## config.mk

```make
export PLATFORM = sky130hd
export DESIGN_NAME = u8sb_bounds
export DESIGN_NICKNAME = d
export VERILOG_FILES = /design/src/rtl/u8sb_pkg.sv /design/src/rtl/u8sb_bounds.sv
export SDC_FILE = /design/constraint.sdc
export NUM_CORES = 1
export LEC_CHECK = 0
export ABC_AREA = 0
export BUFFER_PORTS_ARGS = -buffer_cell sky130_fd_sc_hd__clkbuf_2
export CAP_MARGIN = 30
export CELL_PAD_IN_SITES_DETAIL_PLACEMENT = 1
export CELL_PAD_IN_SITES_GLOBAL_PLACEMENT = 1
export CORE_MARGIN = 2
export CORE_UTILIZATION = 47
export CTS_CLUSTER_DIAMETER = 80
export CTS_CLUSTER_SIZE = 16
export DETAILED_ROUTE_END_ITERATION = 16
export MAX_ROUTING_LAYER = met4
export PLACE_DENSITY_LB_ADDON = 0.1
export SETUP_SLACK_MARGIN = 0.3
export SLEW_MARGIN = 20
export SYNTH_ARGS = -nofsm -noshare
export SYNTH_HDL_FRONTEND = slang
export SYNTH_SLANG_ARGS = --single-unit
```

## constraint.sdc

```tcl
create_clock -name clock -period 7.1 [get_ports clock]
set_clock_uncertainty 0.2 [all_clocks]
set_input_delay 1.065 -clock clock [delete_from_list [all_inputs] [get_ports clock]]
set_output_delay 1.065 -clock clock [all_outputs]
set_load 0.03 [all_outputs]
```

## src/rtl/u8sb_pkg.sv

```systemverilog
// shared types and constants for the utf8 substring bounds block
package u8sb_pkg;

   localparam int MAX_BYTES_DEF = 4096;
   localparam int FIELD_W       = 33;
   localparam int ARITH_W       = 35;
   localparam int OUT_W         = 13;

   typedef enum logic [2:0] {
      ST_IDLE,
      ST_SPAN,
      ST_INDEX,
      ST_READ,
      ST_FINISH
   } u8sb_state_type;

   typedef struct packed {
      logic [FIELD_W-1:0] offset;
      logic [FIELD_W-1:0] length;
      logic               overflow;
   } u8sb_args_type;

   typedef struct packed {
      logic [OUT_W-1:0] slice_start;
      logic [OUT_W-1:0] slice_bytes;
      logic             slice_empty;
      logic             range_error;
   } u8sb_result_type;

endpackage

```

## src/rtl/u8sb_bounds.sv

```systemverilog
// sequencer that turns held offset, length and counts into byte bounds
module u8sb_bounds
   import u8sb_pkg::*;
#(
   parameter int MAX_BYTES = MAX_BYTES_DEF,
   parameter int CNT_W     = $clog2(MAX_BYTES + 1),
   parameter int ADDR_W    = $clog2(MAX_BYTES)
) (
   input  logic            clock,
   input  logic            reset,
   input  logic            go,
   input  u8sb_args_type   args,
   input  logic [CNT_W-1:0] lead_count,
   input  logic [CNT_W-1:0] byte_count,
   output logic            busy,
   output logic [ADDR_W-1:0] rd_addr_s,
   output logic [ADDR_W-1:0] rd_addr_e,
   input  logic [ADDR_W-1:0] rd_data_s,
   input  logic [ADDR_W-1:0] rd_data_e,
   output logic            rsp_valid,
   output u8sb_result_type rsp
);

   u8sb_state_type state_ff, state_in;

   logic signed [ARITH_W-1:0] off, len, n_s, n_p1, o_v, m_v, t_v;
   logic signed [ARITH_W-1:0] s_in, e_in, s_ff, e_ff;
   logic signed [ARITH_W-1:0] ks_in, ke_in, ks_ff, ke_ff;
   logic                      pos_ff, zero_ff, empty_in, empty_ff;
   logic                      use_s_in, use_e_in, use_s_ff, use_e_ff;
   logic [CNT_W-1:0]          sp, ep;
   u8sb_result_type           rsp_in, rsp_ff;
   logic                      valid_in, valid_ff;

   assign off  = ARITH_W'($signed(args.offset));
   assign len  = ARITH_W'($signed(args.length));
   assign n_s  = $signed({{(ARITH_W - CNT_W){1'b0}}, lead_count});
   assign n_p1 = n_s + ARITH_W'(1);
   assign o_v  = off - ARITH_W'(1);
   assign m_v  = ARITH_W'(1) - off;
   assign t_v  = o_v + len;

   // start and end codepoint numbers
   always_comb begin
      if (!off[ARITH_W-1]) begin
         if (len[ARITH_W-1]) begin
            s_in = t_v[ARITH_W-1] ? '0 : t_v;
            e_in = o_v;
         end else begin
            s_in = o_v[ARITH_W-1] ? '0 : o_v;
            e_in = t_v;
         end
      end else begin
         if (len[ARITH_W-1]) begin
            s_in = m_v - len;
            e_in = m_v;
         end else begin
            s_in = m_v;
            e_in = m_v - len;
         end
      end
   end

   // boundary indices and the early empty decision
   always_comb begin
      if (pos_ff) begin
         empty_in = (s_ff >= n_s) || (e_ff <= 0) || (e_ff <= s_ff);
         ks_in    = s_ff;
         ke_in    = (e_ff < n_s) ? e_ff : n_s;
      end else begin
         empty_in = e_ff > n_s;
         ks_in    = (s_ff <= n_p1) ? (n_p1 - s_ff) : '0;
         ke_in    = (e_ff <= 0) ? n_s : (n_p1 - e_ff);
      end
      empty_in = empty_in || zero_ff;
   end

   // index past the last lead byte reads as the string end
   assign use_s_in  = !ks_ff[ARITH_W-1] && (ks_ff < n_s);
   assign use_e_in  = !ke_ff[ARITH_W-1] && (ke_ff < n_s);
   assign rd_addr_s = ks_ff[ADDR_W-1:0];
   assign rd_addr_e = ke_ff[ADDR_W-1:0];

   assign sp = use_s_ff ? CNT_W'(rd_data_s) : byte_count;
   assign ep = use_e_ff ? CNT_W'(rd_data_e) : byte_count;

   always_comb begin
      state_in = state_ff;
      valid_in = 1'b0;
      rsp_in   = rsp_ff;
      case (state_ff)
         ST_IDLE: begin
            if (go) begin
               state_in = ST_SPAN;
            end
         end
         ST_SPAN:  state_in = ST_INDEX;
         ST_INDEX: state_in = ST_READ;
         ST_READ:  state_in = ST_FINISH;
         ST_FINISH: begin
            state_in = ST_IDLE;
            valid_in = 1'b1;
            rsp_in   = '0;
            if (args.overflow) begin
               rsp_in.range_error = 1'b1;
            end else if (empty_ff || !(ep > sp)) begin
               rsp_in.slice_empty = 1'b1;
            end else begin
               rsp_in.slice_start = OUT_W'(sp);
               rsp_in.slice_bytes = OUT_W'(ep - sp);
            end
         end
         default: state_in = ST_IDLE;
      endcase
   end

   always_ff @(posedge clock) begin
      if (reset) begin
         state_ff <= ST_IDLE;
         valid_ff <= 1'b0;
      end else begin
         state_ff <= state_in;
         valid_ff <= valid_in;
      end
   end

   always_ff @(posedge clock) begin
      rsp_ff <= rsp_in;
      if (state_ff == ST_SPAN) begin
         s_ff    <= s_in;
         e_ff    <= e_in;
         pos_ff  <= !off[ARITH_W-1];
         zero_ff <= len == 0;
      end
      if (state_ff == ST_INDEX) begin
         ks_ff    <= ks_in;
         ke_ff    <= ke_in;
         empty_ff <= empty_in;
      end
      if (state_ff == ST_READ) begin
         use_s_ff <= use_s_in;
         use_e_ff <= use_e_in;
      end
   end

   assign busy      = state_ff != ST_IDLE;
   assign rsp_valid = valid_ff;
   assign rsp       = rsp_ff;

endmodule

```

==> results of run 1 <==
layer usage:
metal | wire length, um | part of all wire | vias up | global-route usage
met1 | 31200 | 0.46 | 8813 | 0.449
met4 | 1630 | 0.024 | 0 | 0.0912
met3 | 3230 | 0.047 | 88 | 0.0264
met5 | 0 | 0 | - | -
li1 | - | - | 8302 | -
met2 | 32300 | 0.47 | 537 | 0.546
how the worst max path moves through the flow:
stage	startpoint	endpoint	slack [ns]	depth (start not counted)
4_1_cts	args[35]	e_ff[28]	1.08	17
3_3_place_gp	args[35]	e_ff[28]	0.73	17
2_1_floorplan	state_ff[0]	e_ff[0]	0.60	1
3_5_place_dp	args[35]	e_ff[28]	0.59	17
6_report	args[35]	e_ff[28]	1.00	17
5_1_grt	args[35]	s_ff[1]	0.72	19
worst register-to-register path: cells and delay by family (launching register included):
kind	cells	cell delay [ns]
AO/OA/AOI/OAI	10	2.07
AND/OR/NAND/NOR	3	0.99
adder cells (fa/ha/maj)	2	0.67
flip-flops	1	0.51
stage by stage:
| stage | cells | power (mW) | setup slack (ns) |
|---|---|---|---|
| after global placement | 2770 | 2.75 | 0.726 |
| after global routing | 2803 | 4.05 | 0.723 |
| after floorplan | 2165 | 2.35 | 0.602 |
| final | 2803 | 3.86 | 1.00 |
| after CTS | 2802 | 3.85 | 1.08 |
| after detailed placement | 2770 | 2.80 | 0.586 |
Yosys cell counts, types with 52 or more instances:
master    count
clkbuf_1     64
nand3_1      52
nor2_1      155
ha_1        214
edfxtp_1    173
a21oi_1     191
xor2_1       62
o21ai_0     114
nand2_1     124
xnor2_1     105
a21o_1       86
inv_1       156
cells by family (layout without fill, tap and decap cells):
logic type      after synthesis  in the layout
compound gates              623            623
xor+xnor                    167            167
fa+ha+maj                   219            219
buf+inv                     265            378
flops                       177            177
mux                          86             86
simple gates                628            628
where the power goes:
| part | internal (mW) | total, mW | leakage [nW] | switching (mW) |
|---|---|---|---|---|
| Clock | 0.600 | 1.05 | 0.310 | 0.449 |
| Combinational | 0.554 | 1.45 | 6.92 | 0.900 |
| Sequential | 1.27 | 1.36 | 1.65 | 0.0912 |
final cells by class:
type | count | area [um2]
Inverter | 156 | 586
Clock buffer | 20 | 437
Sequential cell | 177 | 5280
Tap cell | 525 | 657
Multi-Input combinational cell | 1723 | 12700
Fill cell | 4751 | 19000
Clock inverter | 12 | 194
Timing Repair Buffer | 190 | 1030
flip-flops by register name, indices dropped and copies added (netlist names):
signal / flops
e_ff: 35
ke_ff: 35
ks_ff: 35
s_ff: 35
rsp: 28
state_ff: 3
empty_ff: 1
pos_ff: 1
rsp_valid: 1
use_e_ff: 1
use_s_ff: 1
zero_ff: 1
==> results.cfg, run 1 <==
[final_layout]
area_delta_synth_final_pct = 9.50
n_antenna_cell = 0
drive_gt1_frac = 0.125
nets = 2604
final_cell_area_um2 = 20900
finish.utilization = 0.523
final_cell_mix = ha_1 (214), a21oi_1 (191), edfxtp_1 (173), clkbuf_2 (172), inv_1 (156)
final_common_cell = ha_1

[yosys]
synth_cell_types = 82
synth_cells = 2165
synth_area_leaders = edfxtp_1 (27%), ha_1 (14%), a21oi_1 (5.0%)
netlist_area_um2 = 19100
synth_edf_count = 173
synthArstFlopShare = 0
yosysTopAreaCell = edfxtp_1
synth_xor_area_frac = 0.0768
synthAdderAreaFrac = 0.146
synth-compound-area-share = 0.211
ys_seq_area_frac = 0.277
synth_seq_cells = 177
syn-num-nets = 2504
yosys_most_used_dff = edfxtp_1
avgSynthCellArea_um2 = 8.80
yosys.area_share.simple = 0.169
synth_mux_area_frac = 0.0624
synth_top_family_by_area = compound AO/OA/AOI/OAI gates
synth_top_area_share = 0.273
yosys_warnings = 0

[worst_setup_path]
arrival_ns = 6.10
slowest_stage = or4b_4
path_cells = clkbuf_2 -> inv_1 -> ha_1 -> a21boi_1 -> nand2_1 -> or2_2 -> or4b_4 -> xnor2_1 -> ha_1 -> and3_1 -> nand2_1 -> nor3_1 -> nand3_1 -> a31oi_1 -> o22ai_1 -> xnor2_1 -> mux4_2
reg2reg_depth = 15
r2r_start = e_ff[1]
critPathKind = primary input to flip-flop
endpoint_kind = flip-flop
path_delay_family = simple AND/OR/NAND/NOR gates
r2r_slack_ns = 2.40
rr_endpoint = ke_ff[11]
required_ns = 7.10
path_buf_inv = 2
cp-start-kind = primary input
crit_fanout = 6
max_stage_delay_ns = 0.58

[cts]
htreeDepth = 4
cts_setup_buffers = 0
cts_root_buf = clkbuf_16
cts_resized = 0
cts_buffer_depth = 2
clock_latency_ns = 0.47
cts_hold_buffers = 0
cts_tree = built
clkTransAtPathRegs_ns = 0.08
cts_buffers = 17
cts_sinks = 177

[route]
drc = 0
wl_per_cell_um = 24.4
first_pass_iters = 5
vias_per_cell = 6.33
postRouteAntennaNets = 0
wl_um = 68300
via_count = 17740
drt_iter0_markers = 1207

[timing]
hold_viol = 0
fin_crit_sh = 0.859
finalSetupViolations = 0
period_minus_slack_ns = 6.10
hold_slack_ns = 0.402
timing.fmax_ghz = 0.164
drv_slew = 0
worstMarginPinSlew_ns = 0.952
tns_ns = 0
rsz0062_at_grt = no
slew_headroom = 0.365

[floorplan]
start_util = 0.477
row_count = 73
pin_count = 174
coreArea_um2 = 39900
die_w_um = 205
die_area_um2 = 42200
fp.dieH_um = 205

[grt]
grt_max_degree = 86
antenna_found_initial = 0
grt_pass1_vias = 18131
grt_first_pass_wirelength_um = 105000
grt.overflow.total = 0
grt_usage = 0.335

[pwr]
p_per_area_nw_per_um2 = 185
ir_drop_v = 0.000190
p_leak_nw = 8.88

[worst_hold_path]
hold_path.class = flip-flop to flip-flop
hold_depth = 1
hold_start = state_ff[0]
hold_end = state_ff[0]

[place]
gp_congestion = 0.967
portBuffers = 173
place_area_um2 = 20200
dpl.hpwl_um = 55700

[flow_run]
maxCapViolations = 0

[outcome]
status = finished clean
No activity file was read; power rests on OpenSTA's default activity.
==> inputs of run 2 (changes only) <==
- PLACE_DENSITY: default -> 0.86
- PLACE_DENSITY_LB_ADDON: 0.1 -> default
==> run 2 against run 1 <==
  * Count of clock-buffer cells in the layout decreased by 3
  * Maximum frequency increased by 3.9%
  * Non-clock buffer count decreased by 2
  * Via count increased by 1.2%
  * Largest power group unchanged
==> results.cfg, run 2 (synthesis gave the netlist of run 1 again) <==
[floorplan]
coreArea_um2 = 39900
die_area_um2 = 42200
pin_count = 174
row_count = 73
die_w_um = 205
start_util = 0.477
fp.dieH_um = 205

[final_layout]
final_common_cell = ha_1
finish.utilization = 0.522
final_cell_mix = ha_1 (214), a21oi_1 (191), edfxtp_1 (173), clkbuf_2 (172), inv_1 (156)
fill_cells = 4737
drive_gt1_frac = 0.125
area_delta_synth_final_pct = 9.33
nets = 2602
instances_no_fill = 2802
final_cell_area_um2 = 20800

[worst_setup_path]
required_ns = 7.20
r2r_slack_ns = 2.41
arrival_ns = 5.97
reg2reg_depth = 10
rr_endpoint = ke_ff[33]
crit_fanout = 25
critPathLaunch = args[35]
crit_path_end = s_ff[1]
endpoint_kind = flip-flop
r2r_start = e_ff[21]
cp-start-kind = primary input
critPathKind = primary input to flip-flop

[timing]
hold_viol = 0
worstMarginPinSlew_ns = 0.929
hold_slack_ns = 0.396
slew_headroom = 0.381
finalSetupViolations = 0
timing.fmax_ghz = 0.170
tns_ns = 0
period_minus_slack_ns = 5.87
rsz0062_at_grt = no
fin_crit_sh = 0.827
drv_slew = 0

[flow_run]
maxCapViolations = 0

[grt]
grt_first_pass_wirelength_um = 106000
antenna_found_initial = 1
grt.overflow.total = 0
grt_usage = 0.337
grt_max_degree = 73
grt_pass1_vias = 18506

[place]
dp_cells = 2767
dpl.hpwl_um = 56000
gp_congestion = 0.982
portBuffers = 173
place_area_um2 = 20200

[route]
drc = 0
wl_per_cell_um = 24.5
postRouteAntennaNets = 0
first_pass_iters = 5
via_count = 17960
vias_per_cell = 6.41
drt_iter0_markers = 1466
wl_um = 68700

[pwr]
ir_drop_v = 0.000179
p_leak_nw = 8.86
p_per_area_nw_per_um2 = 183

[cts]
clkTransAtPathRegs_ns = 0.08
cts_root_buf = clkbuf_16
cts_buffer_depth = 2
cts_buffers = 17
cts_resized = 0
cts_hold_buffers = 0
cts_tree = built
clock_latency_ns = 0.47
cts_sinks = 177
htreeDepth = 4
cts_setup_buffers = 0

[outcome]
status = finished clean

[worst_hold_path]
hold_start = state_ff[2]
hold_path.class = flip-flop to flip-flop
==> run 2: changes by cell type in the layout (fill, tap and decap cells not counted), sizes merged <==
cell / before / now
diode: 0 / 1
bufinv: 4 / 1
clkinvlp: 0 / 1
inv: 163 / 162
clkinv: 1 / 7
buf: 18 / 15
clkbuf: 192 / 190
==> run 2: layout make-up <==
class | count | area, um2 | area share
clock buffers | 17 | 425 | 0.0204
repair buffers | 188 | 1000 | 0.0480
multi-input cells | 1723 | 12700 | 0.609
diodes | 1 | 2.50 | 0.000120
clock inverters | 15 | 193 | 0.00925
inverters | 156 | 586 | 0.0281
well taps | 525 | 657 | 0.0315
flip-flops and latches | 177 | 5280 | 0.253
==> run 2: how the worst min path moves through the flow <==
stage	slack (ns)	cells past startpoint	endpoint
after global routing	0.44	1	state_ff[0]
after CTS	0.39	1	state_ff[1]
final	0.40	1	state_ff[1]
after detailed placement	0.38	1	state_ff[1]
after global placement	0.35	1	state_ff[1]
after floorplan	0.28	1	state_ff[0]
==> run 2: layer usage <==
metal | global-route usage | wire (um) | share of wire
met1 | 0.437 | 29800 | 0.43
met2 | 0.556 | 32500 | 0.47
met3 | 0.0271 | 4190 | 0.061
met4 | 0.117 | 2270 | 0.033
met5 | - | 0 | 0
==> run 2: worst max-delay path, cell delays in order <==
cell and delay, ns:
clkbuf_2 0.13, inv_1 0.11, ha_1 0.28, a21boi_1 0.35
nand2_1 0.18, or2_2 0.42, or4b_4 0.59, nor2_1 0.16
xor2_1 0.30, ha_1 0.38, a21o_1 0.21, a21o_1 0.16
a21oi_1 0.16, o211ai_1 0.10, a31oi_1 0.34, mux2i_2 0.28
buf_4 0.36, a221oi_1 0.15, a21oi_1 0.20
==> run 2: through the flow <==
step           power (mW)  setup WS, ns
4_1_cts              3.79          1.27
6_report             3.81          1.23
2_1_floorplan        2.35         0.602
5_1_grt              3.99         0.913
3_3_place_gp         2.73         0.965
3_5_place_dp         2.80         0.783
==> run 2: power by group <==
group | internal, mW | switching (mW) | leakage (nW)
Clock | 0.508 | 0.486 | 0.298
Sequential | 1.27 | 0.0908 | 1.65
Combinational | 0.555 | 0.906 | 6.91
Total | 2.33 | 1.48 | 8.86
==> inputs of run 3 (changes only) <==
- clock period: 7.1 -> 5.75 ns (I/O delays scaled with it)
==> run 3 against run 2 <==
  * First-iteration DRC count grew 2.7%
  * Clock power grew 19%
  * Core utilization grew 0.60 points
  * Critical path depth shrank 1
  * Largest cell class unchanged
  * Sequential share of layout area shrank 0.29 points
  * Sequential cell count is the same
  * Worst hold slack gained 0.029 ns
  * Final cell count grew 1.0%
  * Register-to-register slack lost 1.3 ns
  * Die area is the same
  * Routed wire length grew 1.6%
==> results.cfg, run 3 (synthesis gave the netlist of run 1 again) <==
[grt]
antenna_found_initial = 0
grt_pass1_vias = 18761
busiest_layer = met2
grt_usage = 0.341
grt.overflow.total = 0
grt_max_degree = 73
grt_use_met2 = 0.552
gr-usage-met1 = 0.443
grt_use_met3 = 0.0276
grt_first_pass_wirelength_um = 107000

[worst_setup_path]
critPathLaunch = args[35]
critPathKind = primary input to flip-flop
path_cells = clkbuf_2 -> inv_1 -> ha_1 -> a21boi_1 -> nand2_1 -> buf_4 -> or3_1 -> xnor2_1 -> ha_1 -> o21a_1 -> a21oi_1 -> a41oi_1 -> a31oi_1 -> o21ai_1 -> a31oi_2 -> xnor2_1 -> a211oi_1 -> a31o_2
crit_path_end = s_ff[0]
r2r_start = e_ff[1]
reg2reg_depth = 15
critical_path_depth = 18
path_delay_family = compound AO/OA/AOI/OAI gates
endpoint_kind = flip-flop
rr_endpoint = ke_ff[9]
arrival_ns = 5.26
cp-start-kind = primary input
path_buf_inv = 3
slowest_stage = xnor2_1
r2r_slack_ns = 1.13
crit_fanout = 5
required_ns = 5.78
max_stage_delay_ns = 0.66

[route]
postRouteAntennaNets = 0
wl_um = 69800
first_pass_iters = 5
drc = 0
via_count = 18217
wl_per_cell_um = 24.6
vias_per_cell = 6.43
drt_iter0_markers = 1505

[cts]
cts_resized = 0
cts_buffer_depth = 2
cts_setup_buffers = 0
cts_hold_buffers = 0
cts_root_buf = clkbuf_16
htreeDepth = 4
clkTransAtPathRegs_ns = 0.08
cts_buffers = 17
clock_latency_ns = 0.46
cts_sinks = 177
cts_tree = built

[flow_run]
maxCapViolations = 0

[final_layout]
final_cell_mix = ha_1 (213), a21oi_1 (190), edfxtp_1 (173), clkbuf_2 (172), inv_1 (156)
drive_gt1_frac = 0.138
area_delta_synth_final_pct = 10.6
nets = 2632
instances_no_fill = 2831
final_cell_area_um2 = 21100
n_antenna_cell = 0
final_common_cell = ha_1

[floorplan]
coreArea_um2 = 39900
pin_count = 174
fp.dieH_um = 205
die_w_um = 205
start_util = 0.477
row_count = 73
die_area_um2 = 42200

[timing]
hold_slack_ns = 0.425
slew_headroom = 0.340
fin_crit_sh = 0.910
rsz0062_at_grt = yes
finalSetupViolations = 0
tns_ns = 0
setup_slack_ns = 0.519
worstMarginPinSlew_ns = 0.988
drv_slew = 0
period_minus_slack_ns = 5.23
hold_viol = 0
timing.fmax_ghz = 0.191

[worst_hold_path]
hold_path.class = primary input to flip-flop

[pwr]
p_leak_nw = 8.99
ir_drop_v = 0.000233
p_per_area_nw_per_um2 = 223

[place]
dpl.hpwl_um = 56300
dp_cells = 2798
portBuffers = 173
pre_cts_ws_ns = 0.0780
gp_congestion = 0.996
place_area_um2 = 20400

[outcome]
status = finished clean
## run 3: cell types whose count changed in the layout (fill, tap and decap cells not counted), sizes merged
cell | previous run | this run
clkbuf | 190 | 189
diode | 1 | 0
clkinv | 7 | 8
buf | 15 | 46
bufinv | 1 | 0
clkinvlp | 1 | 0
inv | 162 | 163
## run 3: worst min path at each step
stage,startpoint,end,slack [ns],cells after the start
after floorplan,state_ff[2],state_ff[0],0.32,1
after global placement,state_ff[1],state_ff[0],0.40,2
after detailed placement,state_ff[1],state_ff[0],0.43,2
after CTS,args[0],rsp[0],0.41,1
after global routing,args[0],rsp[0],0.43,1
final,reset,rsp_valid,0.43,2
## run 3: layout make-up
| class | count | area [um2] |
|---|---|---|
| fillers | 4704 | 18800 |
| clock inverters | 15 | 166 |
| clock buffers | 17 | 425 |
| multi-input cells | 1723 | 12700 |
| inverters | 156 | 586 |
| flip-flops and latches | 177 | 5280 |
| repair buffers | 218 | 1240 |
| well taps | 525 | 657 |
## run 3: where the power goes
group / total, mW / internal [mW] / leakage (nW) / switching [mW]
Clock: 1.18 / 0.583 / 0.289 / 0.594
Sequential: 1.68 / 1.56 / 1.65 / 0.114
Combinational: 1.84 / 0.705 / 7.06 / 1.14
Total: 4.70 / 2.85 / 8.99 / 1.84
## run 3: layer usage
metal  up-vias  wire length, um
li1       8373                -
met1      9007            30100
met2       707            32800
met3       130             4180
met4         0             2740
met5         -                0
## run 3: per-stage QoR
stage | utilization | power [mW]
CTS | 0.527 | 4.66
global placement | 0.512 | 3.39
global route | 0.528 | 4.91
finish | 0.528 | 4.70
detailed placement | 0.512 | 3.48
floorplan | - | 2.90
